===== config.mk =====
export PLATFORM = sky130hd
export DESIGN_NAME = lag_row_rule
export DESIGN_NICKNAME = d
export VERILOG_FILES = /design/src/rtl/life_automaton_grid_core_assert.svh /design/src/rtl/lag_pkg.sv /design/src/rtl/lag_row_rule.sv
export SDC_FILE = /design/constraint.sdc
export NUM_CORES = 1
export LEC_CHECK = 0
export BUFFER_PORTS_ARGS = -buffer_cell sky130_fd_sc_hd__buf_2
export CORE_ASPECT_RATIO = 0.6
export CORE_MARGIN = 1
export CORE_UTILIZATION = 50
export DETAILED_ROUTE_END_ITERATION = 10
export PLACE_DENSITY = 0.75
export SYNTH_ARGS = -nofsm -noshare
export SYNTH_HDL_FRONTEND = slang
export SYNTH_SLANG_ARGS = --single-unit

===== constraint.sdc =====
create_clock -name vclk -period 3.4
set_clock_uncertainty 0.15 [all_clocks]
set_input_delay 0 -clock vclk [all_inputs]
set_output_delay 0 -clock vclk [all_outputs]
set_load 0.1 [all_outputs]

===== src/rtl/life_automaton_grid_core_assert.svh =====
// Assertion macros shared by the life automaton grid RTL.
// Depends on nothing; included by the modules that carry assertions.
`ifndef LIFE_AUTOMATON_GRID_CORE_ASSERT_SVH
`define LIFE_AUTOMATON_GRID_CORE_ASSERT_SVH

// Antecedent holds in this cycle, consequent in the same cycle.
`define LAG_ASSERT_SAME(label, clk, rst_n, ante, cons, msg) \
    label: assert property (@(posedge clk) disable iff (!rst_n) (ante) |-> (cons)) \
        else $error(msg);

// Antecedent holds in this cycle, consequent in the next cycle.
`define LAG_ASSERT_NEXT(label, clk, rst_n, ante, cons, msg) \
    label: assert property (@(posedge clk) disable iff (!rst_n) (ante) |=> (cons)) \
        else $error(msg);

`endif


===== src/rtl/lag_pkg.sv =====
// Shared types and constants of the life automaton grid core.
// Depends on nothing; used by all modules in this folder.
package lag_pkg;

    typedef enum logic [2:0] {
        ST_CLEAR,
        ST_IDLE,
        ST_WR_MOD,
        ST_RD_DATA,
        ST_GEN,
        ST_DONE
    } state_t;

    localparam logic [1:0] MODE_WRITE = 2'd0;
    localparam logic [1:0] MODE_STEP  = 2'd1;
    localparam logic [1:0] MODE_READ  = 2'd2;

    localparam logic [1:0] REG_WRAP  = 2'd0;
    localparam logic [1:0] REG_RED   = 2'd1;
    localparam logic [1:0] REG_GREEN = 2'd2;
    localparam logic [1:0] REG_BLUE  = 2'd3;

    localparam logic       WRAP_RESET  = 1'b1;
    localparam logic [7:0] RED_RESET   = 8'd200;
    localparam logic [7:0] GREEN_RESET = 8'd0;
    localparam logic [7:0] BLUE_RESET  = 8'd0;

    localparam logic [3:0] BIRTH_COUNT   = 4'd3;
    localparam logic [3:0] SURVIVE_COUNT = 4'd2;

    typedef struct packed {
        logic wr_en;
        logic rd_en;
    } mem_req_t;

endpackage


===== src/rtl/lag_row_rule.sv =====
// B3/S23 rule applied to one full row from a window of three rows.
// Depends on lag_pkg for the birth and survival counts.
module lag_row_rule #(
    parameter int COLUMNS = 64
) (
    input  logic               wrap,
    input  logic [COLUMNS-1:0] row_up,
    input  logic [COLUMNS-1:0] row_mid,
    input  logic [COLUMNS-1:0] row_dn,
    output logic [COLUMNS-1:0] row_new
);

    for (genvar c = 0; c < COLUMNS; c++)
    begin : g_col
        localparam int LEFT  = (c == 0) ? COLUMNS - 1 : c - 1;
        localparam int RIGHT = (c == COLUMNS - 1) ? 0 : c + 1;

        logic       keep_l;
        logic       keep_r;
        logic [3:0] count;

        // Neighbors across the left or right edge count only on a torus.
        assign keep_l = (c == 0) ? wrap : 1'b1;
        assign keep_r = (c == COLUMNS - 1) ? wrap : 1'b1;

        assign count = 4'(row_up[LEFT] & keep_l) + 4'(row_up[c]) + 4'(row_up[RIGHT] & keep_r)
                     + 4'(row_mid[LEFT] & keep_l) + 4'(row_mid[RIGHT] & keep_r)
                     + 4'(row_dn[LEFT] & keep_l) + 4'(row_dn[c]) + 4'(row_dn[RIGHT] & keep_r);

        assign row_new[c] = (count == lag_pkg::BIRTH_COUNT)
                          || (row_mid[c] && (count == lag_pkg::SURVIVE_COUNT));
    end

endmodule

==> reports/qor.txt, run 1 <==
========================================================================================
Total half-perimeter wirelength after legalization and detailed placement       23700 um
Critical-path maximum fanout                                                           2
Distinct cell type count after synthesis                                              18
RSZ-0062 raised after global routing                                               false
Die H                                                                             115 um
Maximum frequency from static timing analysis                                    305 MHz
Core area                                                                     0.0210 mm2
Mean instance size in the synthesized netlist                                   9.20 um2
Share of the clock period used by the worst path                                   0.965
Worst Path Class, Setup                                                        in -> out
Total power draw                                                                 7120 uW
Number of ports placed on the die boundary                                           257
Setup crit end kind                                                          output port
Number of nets in the layout                                                        2064
Start point of the critical path                                              row_up[24]
Total number of vias                                                                8316
Combinational family with the most area after synthesis                      adder cells
Resized cells post-CTS                                                                 0
Num sequential                                                                         0
Per-cell via count in the routed design                                             4.88
Worst path cell trace                                                       buf_2 -> inv_1 -> fa_1 -> fa_1 -> fa_1 -> inv_1 -> ha_1 -> fa_1 -> or2_2 -> a21oi_4 -> buf_12
Cell with the largest stage delay on the worst path                         sky130_fd_sc_hd__fa_1
Number of global-route vias before repair                                           8780
Slew margin rel.                                                                   0.659
Area taken by flip-flops and latches                                               0 um2
Pin slew with the least headroom to its limit                                   0.515 ns
Xor and xnor area share after synthesis                                                0
Share of the core filled with cells                                                0.650
Leading cell type in the layout, fill and taps excluded                     sky130_fd_sc_hd__inv_1
Global route overflow                                                                  0
Most frequent cells in the layout                                           387 x sky130_fd_sc_hd__inv_1, 256 x sky130_fd_sc_hd__fa_1, 210 x sky130_fd_sc_hd__buf_2
Number of antenna violations at the first check in global routing                      5
Setup violation total in the final timing report                                       0
Minimum clock period after layout                                                3.28 ns
Wire length after detailed routing                                              24200 um
Max-slew violation total from the final report                                         0
Kind of path behind the tightest hold check                                    in -> out
Area share of and/or/nand/nor cells after synthesis                               0.0778
Count of input and output buffers                                                    257
Antenna violation net count after detailed routing                                     0
Complex-gate fraction of the synthesized area                                     0.0833
Number of setup buffers added after CTS                                                0
Post-CTS Hold Fix Bufs                                                                 0
Mapped Area                                                                   0.0107 mm2
Number of max-cap violations                                                           0
Filler cells                                                                        1725
Pin count of the biggest net entering global routing                                   7
Die width                                                                         191 um
Router iterations before antenna repair                                                5
Die ar.                                                                       0.0220 mm2
Area added between synthesis and finish                                            27.3%
Post-Syn Nets                                                                       1805
Remaining routing DRC violations                                                       0
Post-Syn Instances                                                                  1164
Total power per unit cell area                                                522 mW/mm2
Hold Fails Final Rpt                                                                   0
Final-layout setup total negative slack                                             0 ns
Post-placement setup slack                                                      0.122 ns
Average wire per standard cell                                                   14.2 um
Largest vdd supply drop                                                       0.000571 V
YS warnings                                                                            0
Data required time of the worst path                                             3.25 ns
Global Route Usage Sum                                                             0.229
Effective utilization at floorplan                                                 0.510
Adder-Cell Fraction of Synth Area                                                  0.703
Part of the Yosys area used for sequential elements                                    0
Status                                                                         completed
Critical Path Start Type                                                       input pin
Setup WS post-layout                                                            0.119 ns
Cell occurring most often along the worst timing path                       sky130_fd_sc_hd__fa_1
Data arrival time of the critical path                                           3.13 ns
Clock buf count                                                                        0
Peak per-stage delay on the critical path                                        0.57 ns
Number of placement rows                                                              41
Ratio of cells with drive above 1 in the final layout                              0.260
End point of the critical path                                               row_new[25]
Wire length of the first global-routing pass                                    41100 um
DRC marker count from the first detailed-route iteration                             262
Static Leakage                                                                0.00735 uW
GP Congestion                                                                      0.912
Share of cell area taken by muxes after synthesis                                      0
========================================================================================
through the flow:
stage / instance area (um2) / hold slack [ns] / instances
after floorplan: 11300 / 0.155 / 1164
after global placement: 13600 / 0.351 / 1700
after detailed placement: 13600 / 0.361 / 1700
after CTS: 13600 / 0.362 / 1700
after global routing: 13600 / 0.401 / 1701
final: 13600 / 0.354 / 1703
worst max-delay path: cells and delay by family:
| family | cells | cell delay [ns] |
|---|---|---|
| buf+inv | 4 | 0.43 |
| simple gates | 1 | 0.31 |
| fa+ha+maj | 5 | 2.20 |
| compound gates | 1 | 0.18 |
area by class of cell:
cell class / count / area (um2) / area share
tap: 279 / 349 / 0.0256
inverter: 387 / 1450 / 0.107
antenna: 3 / 7.51 / 0.000551
multi-input combinational: 777 / 9830 / 0.721
timing repair buffer: 257 / 1990 / 0.146
layer usage:
| layer | track usage | up-vias | share of wire |
|---|---|---|---|
| met5 | 0 | - | 0.00033 |
| met4 | 0.0336 | 2 | 0.015 |
| met3 | 0.0217 | 26 | 0.043 |
| met2 | 0.378 | 179 | 0.46 |
| met1 | 0.336 | 4025 | 0.48 |
| li1 | - | 4084 | - |
kinds of logic after synthesis:
| family | count (synthesis) |
|---|---|
| compound gates | 169 |
| fa+ha+maj | 448 |
| buf+inv | 387 |
| simple gates | 160 |
Yosys cell counts, drive strengths merged:
library cell,count,area (um2)
a211o,4,35.0
a211oi,5,37.5
a21oi,97,485
a31oi,11,68.8
and2,2,12.5
fa,256,5120
ha,192,2400
inv,387,1450
nand2,15,56.3
nand2b,1,6.26
nand3,48,240
nand3b,1,7.51
nor2,23,86.3
nor2b,11,68.8
nor3,11,55.1
o21ai,48,240
o22ai,4,25.0
or2,48,300
worst min-delay path by stage:
stage	cells after the start	endpoint	start
2_1_floorplan	2	row_new[56]	row_mid[56]
3_3_place_gp	4	row_new[42]	row_mid[42]
3_5_place_dp	4	row_new[42]	row_mid[42]
4_1_cts	4	row_new[42]	row_mid[42]
5_1_grt	4	row_new[42]	row_mid[42]
6_report	4	row_new[42]	row_mid[42]
report_power, final:
| group | leakage [uW] | internal, uW | switching [uW] |
|---|---|---|---|
| Clock | 0.0000000190 | 0.000118 | 0 |
| Combinational | 0.00735 | 2570 | 4540 |
| Sequential | 0 | 0 | 0 |
| Total | 0.00735 | 2570 | 4540 |
Note: power is estimated with default switching activity, not from simulation.
==> run 2, diff against run 1 <==
PLACE_DENSITY = 0.82   (was 0.75)
==> reports/qor.txt, run 2 (synthesized netlist as in run 1, its figures left out) <==
========================================================================================
Area added between synthesis and finish                                            27.3%   about the same
Pin slew with the least headroom to its limit                                   0.538 ns   was 0.515 ns
Total half-perimeter wirelength after legalization and detailed placement       24900 um   was 23700 um
Number of ports placed on the die boundary                                           257   unchanged
Cell Area, Placed                                                             0.0136 mm2   unchanged
Number of max-cap violations                                                           0   unchanged
Share of the clock period used by the worst path                                   0.958   was 0.965
Static Leakage                                                                0.00735 uW   about the same
Cell occurring most often along the worst timing path                       sky130_fd_sc_hd__fa_1   unchanged
Number of placement rows                                                              41   unchanged
Pin count of the biggest net entering global routing                                   7   unchanged
Antenna violation net count after detailed routing                                     0   unchanged
Core area                                                                     0.0210 mm2   unchanged
Die ar.                                                                       0.0220 mm2   unchanged
Global route overflow                                                                  0   unchanged
Post-route standard cell area excluding fillers                               0.0136 mm2   about the same
Cell class contributing the biggest share of worst-path delay                adder cells   unchanged
DRC marker count from the first detailed-route iteration                             296   was 262
Minimum clock period after layout                                                3.26 ns   was 3.28 ns
Maximum frequency from static timing analysis                                    307 MHz   was 305 MHz
Total power per unit cell area                                                526 mW/mm2   was 522 mW/mm2
Average wire per standard cell                                                   15.1 um   was 14.2 um
Die H                                                                             115 um   unchanged
GP Congestion                                                                      0.951   was 0.912
Effective utilization at floorplan                                                 0.510   unchanged
Setup violation total in the final timing report                                       0   unchanged
Post-CTS Hold Fix Bufs                                                                 0   unchanged
Hold Fails Final Rpt                                                                   0   unchanged
Cell with the largest stage delay on the worst path                         sky130_fd_sc_hd__fa_1   unchanged
Ratio of cells with drive above 1 in the final layout                              0.260   unchanged
Critical Path Start Type                                                       input pin   unchanged
Most frequent cells in the layout                                           387 x sky130_fd_sc_hd__inv_1, 256 x sky130_fd_sc_hd__fa_1, 210 x sky130_fd_sc_hd__buf_2   unchanged
Worst path cell trace                                                       buf_2 -> inv_1 -> fa_1 -> fa_1 -> fa_1 -> inv_1 -> ha_1 -> fa_1 -> or2_2 -> a21oi_2 -> buf_12   was buf_2 -> inv_1 -> fa_1 -> fa_1 -> fa_1 -> inv_1 -> ha_1 -> fa_1 -> or2_2 -> a21oi_4 -> buf_12
Post-placement setup slack                                                      0.141 ns   was 0.122 ns
RSZ-0062 raised after global routing                                               false   unchanged
Data required time of the worst path                                             3.25 ns   about the same
Count of input and output buffers                                                    257   unchanged
Global Route Usage Sum                                                             0.245   was 0.229
Largest vdd supply drop                                                       0.000586 V   was 0.000571 V
Resized cells post-CTS                                                                 0   unchanged
Critical-path maximum fanout                                                           2   unchanged
Number of nets in the layout                                                        2064   unchanged
Clock buf count                                                                        0   unchanged
Final-layout setup total negative slack                                             0 ns   unchanged
Critical path buffer and inverter count                                                4   unchanged
Status                                                                         completed   unchanged
Total number of vias                                                                8468   was 8316
Die width                                                                         191 um   unchanged
Num sequential                                                                         0   unchanged
End point of the critical path                                               row_new[33]   was row_new[25]
Leading cell type in the layout, fill and taps excluded                     sky130_fd_sc_hd__inv_1   unchanged
Number of antenna violations at the first check in global routing                      2   was 5
Setup WS post-layout                                                            0.141 ns   was 0.119 ns
Setup crit end kind                                                          output port   unchanged
Max-slew violation total from the final report                                         0   unchanged
Wire length of the first global-routing pass                                    43500 um   was 41100 um
Peak per-stage delay on the critical path                                        0.56 ns   was 0.57 ns
Number of gates on the worst path with buffers counted                                11   unchanged
Data arrival time of the critical path                                           3.11 ns   was 3.13 ns
Router iterations before antenna repair                                                4   was 5
Area taken by flip-flops and latches                                               0 um2   unchanged
Number of setup buffers added after CTS                                                0   unchanged
Worst Path Class, Setup                                                        in -> out   unchanged
Wire length after detailed routing                                              25700 um   was 24200 um
Per-cell via count in the routed design                                             4.98   was 4.88
Number of global-route vias before repair                                           9105   was 8780
Kind of path behind the tightest hold check                                    in -> out   unchanged
Start point of the critical path                                              row_up[32]   was row_up[24]
Slew margin rel.                                                                   0.644   was 0.659
Remaining routing DRC violations                                                       0   unchanged
========================================================================================
-- run 2: routing by layer --
layer	share of wire	vias to the layer above	global-route usage
li1	-	4087	-
met1	0.47	4124	0.357
met2	0.47	216	0.409
met3	0.039	39	0.0147
met4	0.019	2	0.0427
met5	0.00039	-	0
-- run 2: area by class of cell --
class | count | area, um2
well taps | 279 | 349
diodes | 2 | 5.00
multi-input cells | 777 | 9830
repair buffers | 257 | 1990
fillers | 1612 | 7350
inverters | 387 | 1450
-- run 2: worst min path at each step --
| stage | from | endpoint | slack (ns) | cells past startpoint |
|---|---|---|---|---|
| floorplan | row_mid[56] | row_new[56] | 0.15 | 2 |
| global placement | row_mid[42] | row_new[42] | 0.35 | 4 |
| detailed placement | row_mid[29] | row_new[29] | 0.35 | 4 |
| CTS | row_mid[29] | row_new[29] | 0.36 | 4 |
| global route | row_mid[42] | row_new[42] | 0.37 | 4 |
| finish | row_mid[24] | row_new[24] | 0.36 | 4 |
-- run 2: power by group --
group	switching [uW]	internal (uW)	total (uW)
Combinational	4590	2580	7170
Sequential	0	0	0
Clock	0	0.0000788	0.0000788
-- run 2: through the flow --
stage	instances	utilization	total power, uW	hold slack [ns]
final	1702	0.649	7170	0.361
after global routing	1700	0.649	7790	0.375
after CTS	1700	0.649	7200	0.357
after detailed placement	1700	0.649	7160	0.353
after global placement	1700	0.649	6870	0.347
after floorplan	1164	-	5100	0.155
==> run 3, diff against run 2 <==
PLACE_DENSITY = 0.77   (was 0.82)
==> reports/qor.txt, run 3 (synthesized netlist as in run 1, its figures left out) <==
========================================================================================
Share of the clock period used by the worst path                                   0.955   was 0.958
Number of placement rows                                                              41   unchanged
Total power per unit cell area                                                522 mW/mm2   was 526 mW/mm2
Remaining routing DRC violations                                                       0   unchanged
Area added between synthesis and finish                                            27.4%   was 27.3%
Kind of path behind the tightest hold check                                    in -> out   unchanged
Die H                                                                             115 um   unchanged
Pin slew with the least headroom to its limit                                   0.529 ns   was 0.538 ns
Die ar.                                                                       0.0220 mm2   unchanged
Cell Area, Placed                                                             0.0136 mm2   unchanged
DRC marker count from the first detailed-route iteration                             339   was 296
Most frequent cells in the layout                                           387 x sky130_fd_sc_hd__inv_1, 256 x sky130_fd_sc_hd__fa_1, 210 x sky130_fd_sc_hd__buf_2   unchanged
Status                                                                         completed   unchanged
Leading cell type in the layout, fill and taps excluded                     sky130_fd_sc_hd__inv_1   unchanged
Worst-case hold path end point                                               row_new[24]   unchanged
Static Leakage                                                                0.00735 uW   about the same
Cell occurring most often along the worst timing path                       sky130_fd_sc_hd__fa_1   unchanged
Per-cell via count in the routed design                                             4.92   was 4.98
Num sequential                                                                         0   unchanged
Peak per-stage delay on the critical path                                        0.55 ns   was 0.56 ns
Number of nets in the layout                                                        2064   unchanged
Count of input and output buffers                                                    257   unchanged
Effective utilization at floorplan                                                 0.510   unchanged
Post-CTS Hold Fix Bufs                                                                 0   unchanged
Antenna violation net count after detailed routing                                     0   unchanged
Global route overflow                                                                  0   unchanged
Maximum frequency from static timing analysis                                    308 MHz   was 307 MHz
HP Start                                                                     row_mid[24]   unchanged
RSZ-0062 raised after global routing                                               false   unchanged
Max-slew violation total from the final report                                         0   unchanged
Number of global-route vias before repair                                           8828   was 9105
Number of antenna violations at the first check in global routing                      4   was 2
Number of max-cap violations                                                           0   unchanged
Slew margin rel.                                                                   0.649   was 0.644
Count of cells along the worst hold path                                               4   unchanged
Cell with the largest stage delay on the worst path                         sky130_fd_sc_hd__fa_1   unchanged
Wire length after detailed routing                                              25000 um   was 25700 um
Data required time of the worst path                                             3.25 ns   about the same
Number of setup buffers added after CTS                                                0   unchanged
Total half-perimeter wirelength after legalization and detailed placement       24500 um   was 24900 um
Clock buf count                                                                        0   unchanged
Final Non-Filler Cells                                                              1705   was 1702
Critical-path maximum fanout                                                           3   was 2
Placed cell count                                                                   1700   unchanged
Wire length of the first global-routing pass                                    42000 um   was 43500 um
Average wire per standard cell                                                   14.7 um   was 15.1 um
Worst path cell trace                                                       buf_2 -> inv_1 -> fa_1 -> fa_1 -> inv_1 -> fa_1 -> ha_1 -> fa_1 -> or2_2 -> a21oi_4 -> buf_12   was buf_2 -> inv_1 -> fa_1 -> fa_1 -> fa_1 -> inv_1 -> ha_1 -> fa_1 -> or2_2 -> a21oi_2 -> buf_12
Data arrival time of the critical path                                           3.10 ns   was 3.11 ns
Core area                                                                     0.0210 mm2   unchanged
Area taken by flip-flops and latches                                               0 um2   unchanged
GP Congestion                                                                      0.902   was 0.951
Largest vdd supply drop                                                       0.000606 V   was 0.000586 V
Resized cells post-CTS                                                                 0   unchanged
Worst Path Class, Setup                                                        in -> out   unchanged
Router iterations before antenna repair                                                4   unchanged
Die width                                                                         191 um   unchanged
Final-layout setup total negative slack                                             0 ns   unchanged
Critical Path Start Type                                                       input pin   unchanged
Setup violation total in the final timing report                                       0   unchanged
Minimum clock period after layout                                                3.25 ns   was 3.26 ns
Global Route Usage Sum                                                             0.236   was 0.245
Ratio of cells with drive above 1 in the final layout                              0.260   unchanged
Pin count of the biggest net entering global routing                                   7   unchanged
Hold Fails Final Rpt                                                                   0   unchanged
Post-route standard cell area excluding fillers                               0.0136 mm2   about the same
Number of ports placed on the die boundary                                           257   unchanged
Total number of vias                                                                8388   was 8468
Setup crit end kind                                                          output port   unchanged
========================================================================================
run 3: metrics by stage:
step                      power (uW)  worst slack, ns   util  hold slack (ns)
final                           7120            0.152  0.650            0.362
after global placement          6870            0.194  0.649            0.349
after CTS                       7170            0.136  0.649            0.365
after detailed placement        7140            0.142  0.649            0.364
after floorplan                 5100         0.000328      -            0.155
after global routing            7780           0.0252  0.649            0.387
run 3: worst max-delay path by stage:
stage	slack, ns	cells after the start	from	end
2_1_floorplan	0.0003	9	row_up[23]	row_new[24]
3_3_place_gp	0.19	11	row_up[1]	row_new[0]
3_5_place_dp	0.14	11	row_up[1]	row_new[0]
4_1_cts	0.14	11	row_up[1]	row_new[0]
5_1_grt	0.03	11	row_up[1]	row_new[0]
6_report	0.15	11	row_up[1]	row_new[0]
run 3: critical path: cells and delay by family:
family / cells / cell delay, ns
adder cells (fa/ha/maj): 5 / 2.09
buffers and inverters: 4 / 0.51
AND/OR/NAND/NOR: 1 / 0.32
AO/OA/AOI/OAI: 1 / 0.18
run 3: layout make-up:
cell class / count / area (um2)
Multi-Input combinational cell: 777 / 9830
Inverter: 387 / 1450
Tap cell: 279 / 349
Antenna cell: 5 / 12.5
Timing Repair Buffer: 257 / 1990
Fill cell: 1711 / 7350
run 3: report_power, final:
group / internal, uW / switching (uW) / leakage, uW
clock network: 0.000197 / 0 / 0.0000000317
logic: 2570 / 4550 / 0.00735
registers: 0 / 0 / 0
run 3: layer usage:
metal	vias up	wire (um)	GRT usage
li1	4087	-	-
met2	205	11300	0.379
met1	4062	12200	0.360
met3	32	1160	0.0153
met4	2	421	0.0331
met5	-	8	0
